### src/b58enc_pkg.sv
// ----------------------------------------------------------------------------
// b58enc_pkg
// Shared types, constants and lookup functions for the base-58 block encoder.
// ----------------------------------------------------------------------------
package b58enc_pkg;

    localparam int BLOCK_BYTES = 8;
    localparam int RADIX       = 58;
    localparam int NUM_DIGITS  = 11;

    // x / 58 == (x >> 1) / 29 == ((x >> 1) * 4520) >> 17 for x < 2^15
    localparam logic [12:0] RECIP_29    = 13'd4520;
    localparam int          RECIP_SHIFT = 17;

    // datapath commands from the controller
    typedef struct packed {
        logic absorb;   // take the offered input byte
        logic conv;     // run one byte step of the divide-by-58 pass
        logic pop;      // the current output character was taken
    } b58enc_cmd_t;

    // datapath status to the controller
    typedef struct packed {
        logic close;      // offered byte ends the block
        logic step_last;  // last byte step of the current digit
        logic conv_last;  // current digit is the most significant one
        logic emit_last;  // current output character ends the block
    } b58enc_sts_t;

    // encoded length for a block of n bytes
    function automatic logic [3:0] chars_for_len(input logic [3:0] n);
        logic [3:0] len;
        case (n)
            4'd1:    len = 4'd2;
            4'd2:    len = 4'd3;
            4'd3:    len = 4'd5;
            4'd4:    len = 4'd6;
            4'd5:    len = 4'd7;
            4'd6:    len = 4'd9;
            4'd7:    len = 4'd10;
            4'd8:    len = 4'd11;
            default: len = 4'd0;
        endcase
        return len;
    endfunction

    // base-58 alphabet: 1-9, A-H, J-N, P-Z, a-k, m-z
    function automatic logic [6:0] digit_char(input logic [5:0] d);
        logic [6:0] dx;
        logic [6:0] c;
        dx = {1'b0, d};
        if (d < 6'd9)
            c = 7'h31 + dx;
        else if (d < 6'd17)
            c = 7'h41 + dx - 7'd9;
        else if (d < 6'd22)
            c = 7'h4A + dx - 7'd17;
        else if (d < 6'd33)
            c = 7'h50 + dx - 7'd22;
        else if (d < 6'd44)
            c = 7'h61 + dx - 7'd33;
        else if (d < 6'd58)
            c = 7'h6D + dx - 7'd44;
        else
            c = 7'h31;
        return c;
    endfunction

endpackage

### src/block_base58_encoder.sv
// ----------------------------------------------------------------------------
// block_base58_encoder
// Streaming base-58 block encoder: bytes in, alphabet characters out.
// ----------------------------------------------------------------------------
// Bytes are taken one per cycle while the block is idle and packed big-endian
// into a 64-bit accumulator. The eighth byte, or the byte with s_tlast set,
// closes the block; its value is then converted to len = 2,3,5,6,7,9,10,11
// base-58 digits (for 1..8 bytes) by a byte-serial divide-by-58 unit, and
// the characters are sent most significant first, one per cycle while
// m_tready is high, padded with '1'. Input is not taken during conversion
// and output. m_tlast marks the last character of each block, m_tuser the
// last character of the message.
// ----------------------------------------------------------------------------
module block_base58_encoder
    import b58enc_pkg::*;
(
    input  logic       clk,
    input  logic       rst_n,
    input  logic       s_tvalid,
    output logic       s_tready,
    input  logic [7:0] s_tdata,   // [7:0] data_byte
    input  logic       s_tlast,   // final_byte
    output logic       m_tvalid,
    input  logic       m_tready,
    output logic [7:0] m_tdata,   // [6:0] char_code, [7] zero
    output logic       m_tlast,   // block_end
    output logic       m_tuser    // [0] message_end
);

    b58enc_cmd_t cmd;
    b58enc_sts_t sts;
    logic [6:0]  char_code;

    b58enc_ctrl u_ctrl (
        .clk       (clk),
        .rst_n     (rst_n),
        .in_valid  (s_tvalid),
        .in_ready  (s_tready),
        .out_valid (m_tvalid),
        .out_ready (m_tready),
        .sts       (sts),
        .cmd       (cmd)
    );

    b58enc_dpath u_dpath (
        .clk         (clk),
        .rst_n       (rst_n),
        .cmd         (cmd),
        .sts         (sts),
        .in_byte     (s_tdata),
        .in_final    (s_tlast),
        .char_code   (char_code),
        .block_end   (m_tlast),
        .message_end (m_tuser)
    );

    assign m_tdata = {1'b0, char_code};

endmodule

### src/b58enc_ctrl.sv
// ----------------------------------------------------------------------------
// b58enc_ctrl
// Sequencer: byte intake, digit conversion pass, character output.
// ----------------------------------------------------------------------------
module b58enc_ctrl
    import b58enc_pkg::*;
(
    input  logic        clk,
    input  logic        rst_n,
    input  logic        in_valid,
    output logic        in_ready,
    output logic        out_valid,
    input  logic        out_ready,
    input  b58enc_sts_t sts,
    output b58enc_cmd_t cmd
);

    typedef enum logic [2:0] {
        ST_IDLE = 3'b001,
        ST_CONV = 3'b010,
        ST_EMIT = 3'b100
    } state_t;

    state_t state_reg;
    state_t state_next;

    always_ff @(posedge clk or negedge rst_n)
    begin
        if (!rst_n)
        begin
            state_reg <= ST_IDLE;
        end
        else
        begin
            state_reg <= state_next;
        end
    end

    always_comb
    begin
        state_next = state_reg;
        cmd        = '0;
        in_ready   = 1'b0;
        out_valid  = 1'b0;
        case (state_reg)
            ST_IDLE:
            begin
                in_ready = 1'b1;
                if (in_valid)
                begin
                    cmd.absorb = 1'b1;
                    if (sts.close)
                        state_next = ST_CONV;
                end
            end
            ST_CONV:
            begin
                cmd.conv = 1'b1;
                if (sts.step_last && sts.conv_last)
                    state_next = ST_EMIT;
            end
            ST_EMIT:
            begin
                out_valid = 1'b1;
                if (out_ready)
                begin
                    cmd.pop = 1'b1;
                    if (sts.emit_last)
                        state_next = ST_IDLE;
                end
            end
            default:
            begin
                state_next = ST_IDLE;
            end
        endcase
    end

endmodule

### src/b58enc_dpath.sv
// ----------------------------------------------------------------------------
// b58enc_dpath
// Block accumulator, byte-serial divide-by-58 unit and digit buffer.
// ----------------------------------------------------------------------------
module b58enc_dpath
    import b58enc_pkg::*;
(
    input  logic        clk,
    input  logic        rst_n,
    input  b58enc_cmd_t cmd,
    output b58enc_sts_t sts,
    input  logic [7:0]  in_byte,
    input  logic        in_final,
    output logic [6:0]  char_code,
    output logic        block_end,
    output logic        message_end
);

    logic [63:0] acc_reg;
    logic [3:0]  cnt_reg;
    logic [63:0] work_reg;
    logic [5:0]  rem_reg;
    logic [2:0]  step_reg;
    logic [3:0]  dig_reg;
    logic [3:0]  out_reg;
    logic [3:0]  len_reg;
    logic        last_reg;
    logic [5:0]  digit_reg [NUM_DIGITS];

    logic [63:0] acc_next;
    logic [3:0]  cnt_inc;
    logic [3:0]  len_new;
    logic [13:0] div_x;
    logic [12:0] div_y;
    logic [25:0] div_prod;
    logic [7:0]  div_q;
    logic [13:0] div_r;
    logic [5:0]  rem_next;

    assign acc_next = {acc_reg[55:0], in_byte};
    assign cnt_inc  = cnt_reg + 4'd1;
    assign len_new  = chars_for_len(cnt_inc);

    // one long-division step: remainder and the next dividend byte, MSB first
    assign div_x    = {rem_reg, work_reg[63:56]};
    assign div_y    = div_x[13:1];
    assign div_prod = 26'(div_y) * 26'(RECIP_29);
    assign div_q    = div_prod[RECIP_SHIFT+7:RECIP_SHIFT];
    assign div_r    = div_x - 14'(div_q) * 14'(RADIX);
    assign rem_next = div_r[5:0];

    assign sts.close     = (cnt_inc == 4'(BLOCK_BYTES)) || in_final;
    assign sts.step_last = (step_reg == 3'd7);
    assign sts.conv_last = (dig_reg == 4'd0);
    assign sts.emit_last = (out_reg == len_reg - 4'd1);

    assign char_code   = digit_char(digit_reg[out_reg]);
    assign block_end   = sts.emit_last;
    assign message_end = sts.emit_last && last_reg;

    always_ff @(posedge clk or negedge rst_n)
    begin
        if (!rst_n)
        begin
            acc_reg  <= '0;
            cnt_reg  <= '0;
            rem_reg  <= '0;
            step_reg <= '0;
            dig_reg  <= '0;
            out_reg  <= '0;
        end
        else
        begin
            if (cmd.absorb)
            begin
                if (sts.close)
                begin
                    acc_reg  <= '0;
                    cnt_reg  <= '0;
                    rem_reg  <= '0;
                    step_reg <= '0;
                    dig_reg  <= len_new - 4'd1;
                    out_reg  <= '0;
                end
                else
                begin
                    acc_reg <= acc_next;
                    cnt_reg <= cnt_inc;
                end
            end
            if (cmd.conv)
            begin
                step_reg <= step_reg + 3'd1;
                if (sts.step_last)
                begin
                    rem_reg <= '0;
                    dig_reg <= dig_reg - 4'd1;
                end
                else
                begin
                    rem_reg <= rem_next;
                end
            end
            if (cmd.pop)
                out_reg <= out_reg + 4'd1;
        end
    end

    // payload: no reset
    always_ff @(posedge clk)
    begin
        if (cmd.absorb && sts.close)
        begin
            work_reg <= acc_next;
            len_reg  <= len_new;
            last_reg <= in_final;
        end
        if (cmd.conv)
        begin
            // quotient bytes refill the word from the bottom
            work_reg <= {work_reg[55:0], div_q};
            if (sts.step_last)
                digit_reg[dig_reg] <= rem_next;
        end
    end

`ifndef SYNTHESIS
    a_rem_range: assert property (@(posedge clk) disable iff (!rst_n)
        rem_reg < 6'(RADIX))
        else $error("remainder out of range");

    a_cnt_range: assert property (@(posedge clk) disable iff (!rst_n)
        cnt_reg < 4'(BLOCK_BYTES))
        else $error("byte count out of range");

    a_close_clears: assert property (@(posedge clk) disable iff (!rst_n)
        (cmd.absorb && sts.close) |=> (acc_reg == 64'd0 && cnt_reg == 4'd0))
        else $error("accumulator not cleared at block close");

    a_pop_in_block: assert property (@(posedge clk) disable iff (!rst_n)
        cmd.pop |-> (out_reg < len_reg))
        else $error("output index beyond block length");
`endif

endmodule

### config.mk
export PLATFORM = sky130hd
export DESIGN_NAME = block_base58_encoder
export DESIGN_NICKNAME = d
export VERILOG_FILES = /design/src/b58enc_pkg.sv /design/src/block_base58_encoder.sv /design/src/b58enc_ctrl.sv /design/src/b58enc_dpath.sv
export SDC_FILE = /design/constraint.sdc
export NUM_CORES = 1
export LEC_CHECK = 0
export BUFFER_PORTS_ARGS = -buffer_cell sky130_fd_sc_hd__buf_4
export CAP_MARGIN = 5
export CORE_MARGIN = 2
export CORE_UTILIZATION = 60
export CTS_CLUSTER_DIAMETER = 100
export DETAILED_ROUTE_END_ITERATION = 7
export GPL_ROUTABILITY_DRIVEN = 0
export PLACE_DENSITY = 0.87
export SYNTH_ARGS = -nofsm -noshare
export SYNTH_HDL_FRONTEND = slang
export SYNTH_SLANG_ARGS = --single-unit
### constraint.sdc
create_clock -name clk -period 10.4 [get_ports clk]
set_input_delay 1.56 -clock clk [delete_from_list [all_inputs] [get_ports clk]]
set_output_delay 1.56 -clock clk [all_outputs]
set_load 0.01 [all_outputs]
== Word-level counts from Yosys, hierarchy flattened ==
Memory sizes are Yosys's and may differ from the RTL's.
Cells that the tools add are included.

* Register bits: 149
* Memory bits (writable): 66
* Bits in read-only memories: 64
* Input bits: 13
* Output and inout port bits: 12
* Word-level logic and storage cells: 102
* Memories: 2

{| class="wikitable"
|+ Memory list
! name !! words !! width !! rd ports !! clocked after memory_dff !! write ports !! line !! source
|-
| u_dpath.digit_reg || 11 || 6 || 1 || 0 || 1 || b58enc_dpath.sv:28 || <nowiki>logic [5:0] digit_reg [NUM_DIGITS];</nowiki>
|-
| (no name shown) || 16 || 4 || 1 || 0 || 0 || b58enc_pkg.sv:33 || <nowiki>case (n)</nowiki>
|}

* Add/subtract/negate cells: 18
* Multiply operators: 2
* $lt $le $gt $ge: 6
* Eq/ne operators: 11
* Muxes and demuxes: 40
* Reductions and logical operators: 13

{| class="wikitable"
|+ Operator list
! kind !! number
|-
| 64-bit two-way mux || 2
|-
| 56-bit two-way mux || 1
|-
| 7-bit two-way mux || 6
|-
| 7-bit by 6-bit adder with 7-bit output, first input constant || 5
|-
| 4-bit two-way mux || 8
|-
| 3-bit two-way mux || 8
|-
| 6-bit two-way mux || 4
|-
| 13-bit by 10-bit multiplier with 22-bit output, second input constant || 1
|-
| 6-bit < comparator, second input constant || 3
|-
| 7-bit by 5-bit subtractor with 7-bit output, second input constant || 2
|-
| 7-bit by 6-bit subtractor with 7-bit output, second input constant || 2
|-
| 6-bit by 5-bit < comparator with 1-bit output, second input constant || 2
|-
| 4-bit by 1-bit subtractor with 4-bit output, second input constant || 3
|-
| 1-bit two-way mux || 10
|-
| 2-bit nonzero test || 5
|-
| 3-bit one-hot mux with 3 select lines || 1
|-
| 4-bit by 1-bit adder with 4-bit output, second input constant || 2
|-
| 8-bit by 5-bit multiplier with 5-bit output, second input constant || 1
|-
| 6-bit by 6-bit adder with 7-bit output, first input constant || 1
|-
| 7-bit by 4-bit subtractor with 7-bit output, second input constant || 1
|-
| 3-bit equality test, second input constant || 2
|-
| 6-bit by 4-bit < comparator with 1-bit output, second input constant || 1
|-
| 2-bit inequality test, second input constant || 3
|-
| 6-bit subtractor || 1
|-
| other kinds (11) || 15
|}

== Longest topological paths before layout ==
Gate-level depths: netlist of run 1.
An unclocked memory read counts as a cell.

* Depth in word-level cells: 9
* Gate-level depth with buffers: 26
* Mapped depth without buffers: 26

== Modules after synthesis ==
Synthesis of run 1 repeated with hierarchy kept, for this count alone.

* Cell total of the unflattened synthesis: 1056
* Area, all modules: 11892.7 um2

{| class="wikitable"
|+ Modules (own cells, without submodules)
! module !! instances !! cells an instance !! area an instance (um2) !! seq. area each (um2)
|-
| b58enc_dpath || 1 || 1034 || 11702.5 || 5980.7
|-
| b58enc_ctrl || 1 || 20 || 178.9 || 76.3
|-
| block_base58_encoder || 1 || 2 || 11.3 || 0.0
|}

== Worst setup path after synthesis of run 1 ==
Ideal clock, no wire load.

* Kind: register to register
* Start point: reg u_dpath.work_reg[63]
* End point: mem u_dpath.digit_reg[0][5] (data pin)
* Library setup time: 0.173 ns
* Data arrival time: 5.916 ns
* Required time: 10.227 ns
* Slack: 4.310 ns
* Cell stages (with the launch flop): 27
* Path buffers: 0
* Clock period less this slack: 6.090 ns
* Path through: edfxtp_1 > ha_1 > ha_1 > inv_1 > fa_1 > inv_1 > fa_1 > inv_1 > fa_1 > inv_1 > ha_1 > a21oi_1 > o21ai_0 > o21a_1 > o21ai_0 > nor2b_1 > xnor2_1 > xnor2_1 > ha_1 > ha_1 > inv_1 > ha_1 > a21oi_1 > xnor2_1 > xnor2_1 > xnor3_1 > inv_1

* Longest elaborated chain between the ends: 3

{| class="wikitable"
|+ Ends and longest elaborated chain
! item !! line !! source
|-
| start: declaration || b58enc_dpath.sv:21 || <nowiki>logic [63:0] work_reg;</nowiki>
|-
| start signal: assignment || b58enc_dpath.sv:114 || <nowiki>work_reg <= acc_next;</nowiki>
|-
| start signal: assignment || b58enc_dpath.sv:121 || <nowiki>work_reg <= {work_reg[55:0], div_q};</nowiki>
|-
| 13-bit by 10-bit multiplier with 22-bit output || b58enc_dpath.sv:47 || <nowiki>assign div_prod = 26'(div_y) * 26'(RECIP_29);</nowiki>
|-
| 8-bit by 5-bit multiplier with 5-bit output || b58enc_dpath.sv:49 || <nowiki>assign div_r = div_x - 14'(div_q) * 14'(RADIX);</nowiki>
|-
| 6-bit subtractor || b58enc_dpath.sv:49 ||
|-
| named net u_dpath.div_r[5] || b58enc_dpath.sv:37 || <nowiki>logic [13:0] div_r;</nowiki>
|-
| end: declaration || b58enc_dpath.sv:28 ||
|}

The timed path passes the listed nets, and every way through them passes these cells.

== Worst setup path after layout of run 1 ==
* Start point: reg u_dpath.work_reg[62]
* End point: mem u_dpath.digit_reg[9][5] (data pin)

The elaborated chain is that of the path after synthesis.

==> run_results.csv, run 1 <==
group,metric,value,unit
status,status,"complete, no violations",
die,chipHeight,143.9,um
clock_network,cts_buffer_depth,3,
global_routing,grt_pass1_wl,38.38,mm
yosys,synth_area_leaders,"edfxtp_1, dfrtp_1, ha_1",
yosys,yosysTopAreaCell,"edfxtp_1",
sta,rsz0062_at_grt,"false",
routing,wl_per_cell,18.06,um
hold_path,min-delay-path-class,"reg2reg",
sta,period_needed,6.916,ns
sta,setup_viol,0,
place,dp_hpwl,15.42,mm
worst_setup_path,end_kind,"register",
place,dp.cells,1278,
yosys,synth_edf_count,135,
worst_setup_path,cp-startpoint,"u_dpath.work_reg[62]",
yosys,synth-xor-area-share,0.02354,
worst_setup_path,crit_required,10.70,ns
sta,max_freq,144.6,MHz
worst_setup_path,worst_path_max_delay_cell,"fa_1",
yosys,synth_area_per_cell,11.39,um2
yosys,synth_fa_ha_area_frac,0.1481,
routing,drc,0,
power,power_leakage,5.966,nW
run,cap_violations,0,
sta,setup_tns,0,ns
power,p_per_area,132.0,nW/um2
sta,skew,0.007955,ns
sta,tightest_slew,1.045,ns
clock_network,ctsHoldBuffers,0,
global_routing,antenna_found_initial,0,
sta,finalHoldViolations,0,
routing,firstDrtPassIters,5,
yosys,postSynthCellCount,1031,
yosys,yosys.area_share.simple,0.1212,
global_routing,track_usage,0.2375,
worst_setup_path,start_kind,"register",
routing,drtIter0Drc,572,
place,pre_cts_ws,3.624,ns
die,die_w,143.9,um
yosys,ys_seq_area_frac,0.5157,
yosys,synth_top_area_share,0.3452,
clock_network,post_cts_buffers,0,
layout,nNetsFinal,1174,
yosys,ys_async_sr_fraction,0.3721,
routing,num_vias,7728,
die,initial_utilization,0.6075,
hold_path,hold_path_startpoint,"u_dpath.acc_reg[50]",
sta,finalHoldWorstSlack,0.5073,ns
die,ioPinCount,25,
worst_setup_path,crit_family,"adder cells",
place,io_buffers,23,
yosys,synth_top_family_by_area,"adder cells",
clock_network,cts_tree,"built",
clock_network,root_buffer,"clkbuf_16",
die,rows,51,
layout,final_common_cell,"nand2_1",
worst_setup_path,slowest_delay,0.53,ns
yosys,synth-compound-area-share,0.1050,
die,core_area,19330,um2
worst_setup_path,reg2reg_from,"u_dpath.work_reg[62]",
yosys,synthFlopType,"edfxtp_1",
worst_setup_path,arrival,7.21,ns
clock_network,cts.clk_slew.worst_paths,0.06,ns
global_routing,grt_max_degree,85,
yosys,yosysWarnings,0,
sta,maxSlewHeadroom,0.3036,
yosys,ys_types,72,
layout,largest_reg_flops,66,
routing,antenna_left,0,
routing,totalWireLength,23.79,mm
yosys,syn_nets,1168,
layout,antennaDiodeCount,0,
layout,finalNonFillerCells,1317,
sta,slew_violations,0,
yosys,synth_area,11750,um2
clock_network,htreeDepth,1,
worst_setup_path,crit_type,"reg2reg",
layout,final_layout_size_suffix_gt1_frac,0.09125,
sta,fin_crit_sh,0.6650,
die,dieArea,20710,um2
layout,postLayoutCoreUtil,0.6616,
clock_network,cts.repair.resized,0,
layout,synthToLayoutAreaGrowth,8.906,%
clock_network,insertion_delay,0.50,ns
power,ir_drop,0.0001322,V
worst_setup_path,path_max_fanout,11,
global_routing,overflow,0,
routing,routed_via_density,5.868,
clock_network,clock_sinks,215,
clock_network,numCtsBuffers,21,
sta,setup_slack,3.484,ns
yosys,synth.area.mux_share,0.03611,
layout,layout_common_cells,"nand2_1, edfxtp_1, ha_1, inv_1, dfrtp_1",
global_routing,grt_pass1_vias,7737,
worst_setup_path,crit_buf_inv,6,
yosys,synth.ff_latch_count,215,
[synthesized netlist by cell type (4+ instances only)]
cell type / instances
a21o_1: 8
a21oi_1: 21
nor3b_1: 6
clkbuf_1: 35
xor2_1: 8
mux4_2: 6
dfrtp_1: 79
a31oi_1: 6
o21a_1: 4
and3_1: 5
and2_1: 12
nand2_1: 224
o21ai_0: 22
fa_1: 25
o211ai_1: 11
ha_1: 99
mux2_2: 4
nand3b_1: 4
xnor2_1: 21
nor2b_1: 6
nor3_1: 12
o31ai_1: 6
mux2i_1: 18
buf_2: 5
nor2_1: 16
nand3_1: 19
edfxtp_1: 135
a22o_1: 57
inv_1: 87
buf_6: 4
nand2b_1: 7
[worst paths after layout]
| path | to | slack [ns] | cells past startpoint |
|---|---|---|---|
| max | u_dpath.digit_reg[9][5] | 3.48 | 26 |
| min | u_dpath.acc_reg[50] | 0.51 | 1 |
| max reg2reg | u_dpath.digit_reg[9][5] | 3.48 | 26 |
| min reg2reg | u_dpath.acc_reg[50] | 0.51 | 1 |
| max in group asynchronous | u_dpath.rem_reg[0] | 8.49 | 1 |
| min in group asynchronous | u_dpath.acc_reg[22] | 1.24 | 1 |
[logic make-up after synthesis]
| kind of cell | Yosys count |
|---|---|
| other | 1 |
| and+or+nand+nor | 327 |
| adders and majority gates | 124 |
| AOI/OAI and AO/OA | 163 |
| DFF | 215 |
| muxes | 31 |
| xor gates and xnor gates | 30 |
| buffers and inverters | 140 |
[routing by layer]
metal  vias up  wire [um]  global-route usage
li1       3624          -                   -
met2       235      12130              0.4160
met4         0        823             0.08308
met1      3809       9590              0.3045
met3        60       1240             0.03266
met5         -          0                   0
[layout make-up]
type	instances	area [um2]
clock inverters	9	123.9
inverters	91	346.6
repair buffers	32	237.7
clock buffers	29	575.6
fillers	1387	6544
well taps	265	331.6
flip-flops and latches	215	6057
multi-input cells	676	5119
[power by group]
part	leakage [nW]	internal, W	switching [W]
Sequential	2.53	0.000900	0
Clock	0.338	0.000463	0.000314
Combinational	3.10	0.00000303	0.00000807
Total	5.97	0.00137	0.000323
[through the flow]
step,cell area [um2],power [W]
6_report,12790,0.001689
5_1_grt,12790,0.001726
4_1_cts,12790,0.001697
3_5_place_dp,12090,0.0009293
3_3_place_gp,12090,0.0009293
2_1_floorplan,11750,0.0009185
Note: power is estimated with default switching activity, not from simulation.
==> inputs of run 2 (changes only) <==
CORE_UTILIZATION = 57   (was 60)
PLACE_DENSITY = 0.86   (was 0.87)
clock period = 6.2 ns   (was 10.4 ns; I/O delays follow)
==> run 2 against run 1 <==
Highest routed layer unchanged. Critical endpoint is now u_dpath.rem_reg[5]. Power grew 68%. Final area up 2.5%. Count of clock-buffer cells in the layout rose by 4. First-iteration DRC count grew 2.6%. Clock power rose by 67%. Wire length grew 3.0%. Largest cell class unchanged. Hold slack about the same. Worst setup slack worse by 3.5 ns. Sequential share of layout area decreased by 1.1 points. Register-to-register slack got worse by 3.5 ns.
==> run_results.csv, run 2 (same netlist as run 1, synthesis figures left out) <==
group,metric,value,unit
status,status,"complete, no violations",
clock_network,htreeDepth,1,
layout,final_common_cell,"nand2_1",
place,dp_hpwl,15.56,mm
place,io_buffers,23,
routing,drtIter0Drc,587,
worst_setup_path,critPathMostFrequentCell,"ha_1",
clock_network,numCtsBuffers,23,
sta,max_freq,161.7,MHz
routing,wl_per_cell,18.22,um
power,sw_frac_of_total,0.2006,
worst_setup_path,cp-startpoint,"u_dpath.rem_reg[0]",
routing,totalWireLength,24.49,mm
hold_path,min-delay-path-class,"reg2reg",
layout,final_layout_size_suffix_gt1_frac,0.1331,
layout,fin_area,13110,um2
routing,routed_via_density,5.845,
worst_setup_path,ff2ff_setup_slack,0.02,ns
layout,layout_common_cells,"nand2_1, edfxtp_1, ha_1, inv_1, dfrtp_1",
layout,nNetsFinal,1194,
global_routing,overflow,0,
layout,finalNonFillerCells,1344,
power,ir_drop,0.0002326,V
die,core_area,20230,um2
layout,antennaDiodeCount,0,
run,cap_violations,0,
clock_network,cts_buffer_depth,3,
die,rows,52,
place,dp.cells,1297,
global_routing,track_usage,0.2230,
worst_setup_path,crit_buf_inv,4,
power,power.switching,0.0005681,W
global_routing,antenna_found_initial,0,
hold_path,holdPathStages,2,
routing,firstDrtPassIters,5,
die,ioPinCount,25,
sta,fin_crit_sh,0.9974,
sta,slew_violations,0,
clock_network,clock_sinks,215,
clock_network,root_buffer,"clkbuf_16",
die,dieArea,21770,um2
worst_setup_path,crit_family,"adder cells",
global_routing,grt_max_degree,85,
sta,finalHoldViolations,0,
sta,period_needed,6.184,ns
worst_setup_path,crit_type,"reg2reg",
sta,skew,0.02263,ns
global_routing,grt_pass1_wl,39.20,mm
sta,setup_viol,0,
die,chipHeight,147.5,um
power,combinationalPowerShare,0.006,
clock_network,cts_tree,"built",
clock_network,ctsHoldBuffers,0,
power,report.power.total,0.002832,W
routing,drc,0,
layout,postLayoutCoreUtil,0.6478,
worst_setup_path,crit_chain,"ha_1 -> ha_1 -> fa_1 -> fa_1 -> inv_1 -> fa_1 -> inv_1 -> ha_4 -> a21oi_2 -> o21ai_2 -> o21a_1 -> o21ai_2 -> buf_4 -> nor2b_2 -> xnor2_1 -> ha_1 -> ha_1 -> inv_2 -> ha_4 -> a21oi_2 -> xnor2_1 -> xnor2_1 -> xnor3_2 -> o31ai_2",
layout,synthToLayoutAreaGrowth,11.60,%
sta,maxSlewHeadroom,0.2872,
power,power_leakage,6.090,nW
worst_setup_path,r2r_cells,24,
routing,antenna_left,0,
worst_setup_path,reg2reg_from,"u_dpath.rem_reg[0]",
die,die_w,147.5,um
power,p_per_area,216.0,nW/um2
worst_setup_path,timing.rr.end,"u_dpath.rem_reg[5]",
global_routing,grt_pass1_vias,7768,
worst_setup_path,start_kind,"register",
worst_setup_path,slowest_delay,0.55,ns
worst_setup_path,crit_required,6.60,ns
clock_network,insertion_delay,0.51,ns
power,internal-power,0.002263,W
worst_setup_path,end_kind,"register",
worst_setup_path,arrival,6.59,ns
power,power_frac_clock,0.460,
worst_setup_path,worst_path_max_delay_cell,"fa_1",
sta,tightest_slew,1.069,ns
worst_setup_path,path_max_fanout,4,
layout,largest_reg_flops,66,
hold_path,min_to,"u_dpath.cnt_reg[3]",
clock_network,cts.clk_slew.worst_paths,0.06,ns
place,place_area,12200,um2
hold_path,hold_path_startpoint,"u_dpath.cnt_reg[3]",
power,p_seq_frac,0.533,
die,initial_utilization,0.5804,
routing,num_vias,7856,
-- run 2: cell types whose count changed in the layout (fill, tap and decap cells not counted), moves of 3 or more --
| cell | previous run | this run |
|---|---|---|
| inv_1 | 87 | 84 |
| bufinv_16 | 3 | 0 |
| ha_4 | 0 | 6 |
| a21oi_2 | 1 | 5 |
| clkbuf_8 | 2 | 5 |
| a21oi_1 | 21 | 17 |
| ha_1 | 99 | 93 |
| buf_4 | 31 | 48 |
-- run 2: what timing repair did --
| action | in CTS | in global routing |
|---|---|---|
| buffers inserted | 0 | 4 |
| setup endpoints to repair | 24 | 24 |
| cloned | 0 | 1 |
| pin swaps | 3 | 17 |
| resized for setup | 7 | 24 |
-- run 2: tightest hold or removal path, cell delays in order, from the launching register on --
cell	delay, ns
dfrtp_1	0.36
nand2_1	0.05
o21ai_0	0.06
-- run 2: layer usage --
metal  share of wire  track usage  routed length (um)
met5               0            0                   0
met4           0.025      0.06202                 601
met3           0.046      0.02747                1138
met2            0.51       0.3814               12440
met1            0.42       0.3042               10310
-- run 2: worst max path at each step --
stage,end,cells after the start
after floorplan,u_dpath.digit_reg[0][5],26
after global placement,u_dpath.digit_reg[8][5],26
after detailed placement,u_dpath.digit_reg[9][5],25
after CTS,u_dpath.rem_reg[5],24
after global routing,u_dpath.rem_reg[5],26
final,u_dpath.rem_reg[5],24
-- run 2: metrics by stage --
step                      setup slack (ns)  hold WS [ns]  TNS [ns]
final                              0.01629        0.5069         0
after global routing               -0.2032        0.5214    -2.019
after CTS                          0.01875        0.5085         0
after detailed placement           -0.2128        0.4945    -3.457
after global placement             0.09832        0.4834         0
after floorplan                     0.1101        0.4674         0
-- run 2: area by class of cell --
| cell class | count | area [um2] |
|---|---|---|
| multi-input combinational | 676 | 5259 |
| clock inverter | 9 | 60.06 |
| sequential | 215 | 6058 |
| tap | 270 | 337.8 |
| timing repair buffer | 49 | 371.6 |
| inverter | 91 | 351.6 |
| fill | 1462 | 7127 |
| clock buffer | 33 | 663.1 |
| timing repair inverter | 1 | 6.256 |
-- run 2: power groups by stage --
| stage | Combinational [W] | Clock (W) | Sequential [W] |
|---|---|---|---|
| after detailed placement | 0.0000192 | 0 | 0.00154 |
| final | 0.0000184 | 0.00130 | 0.00151 |
| after global routing | 0.0000213 | 0.00137 | 0.00151 |
| after CTS | 0.0000193 | 0.00131 | 0.00151 |
| after global placement | 0.0000193 | 0 | 0.00154 |
| after floorplan | 0.00000106 | 0 | 0.00154 |
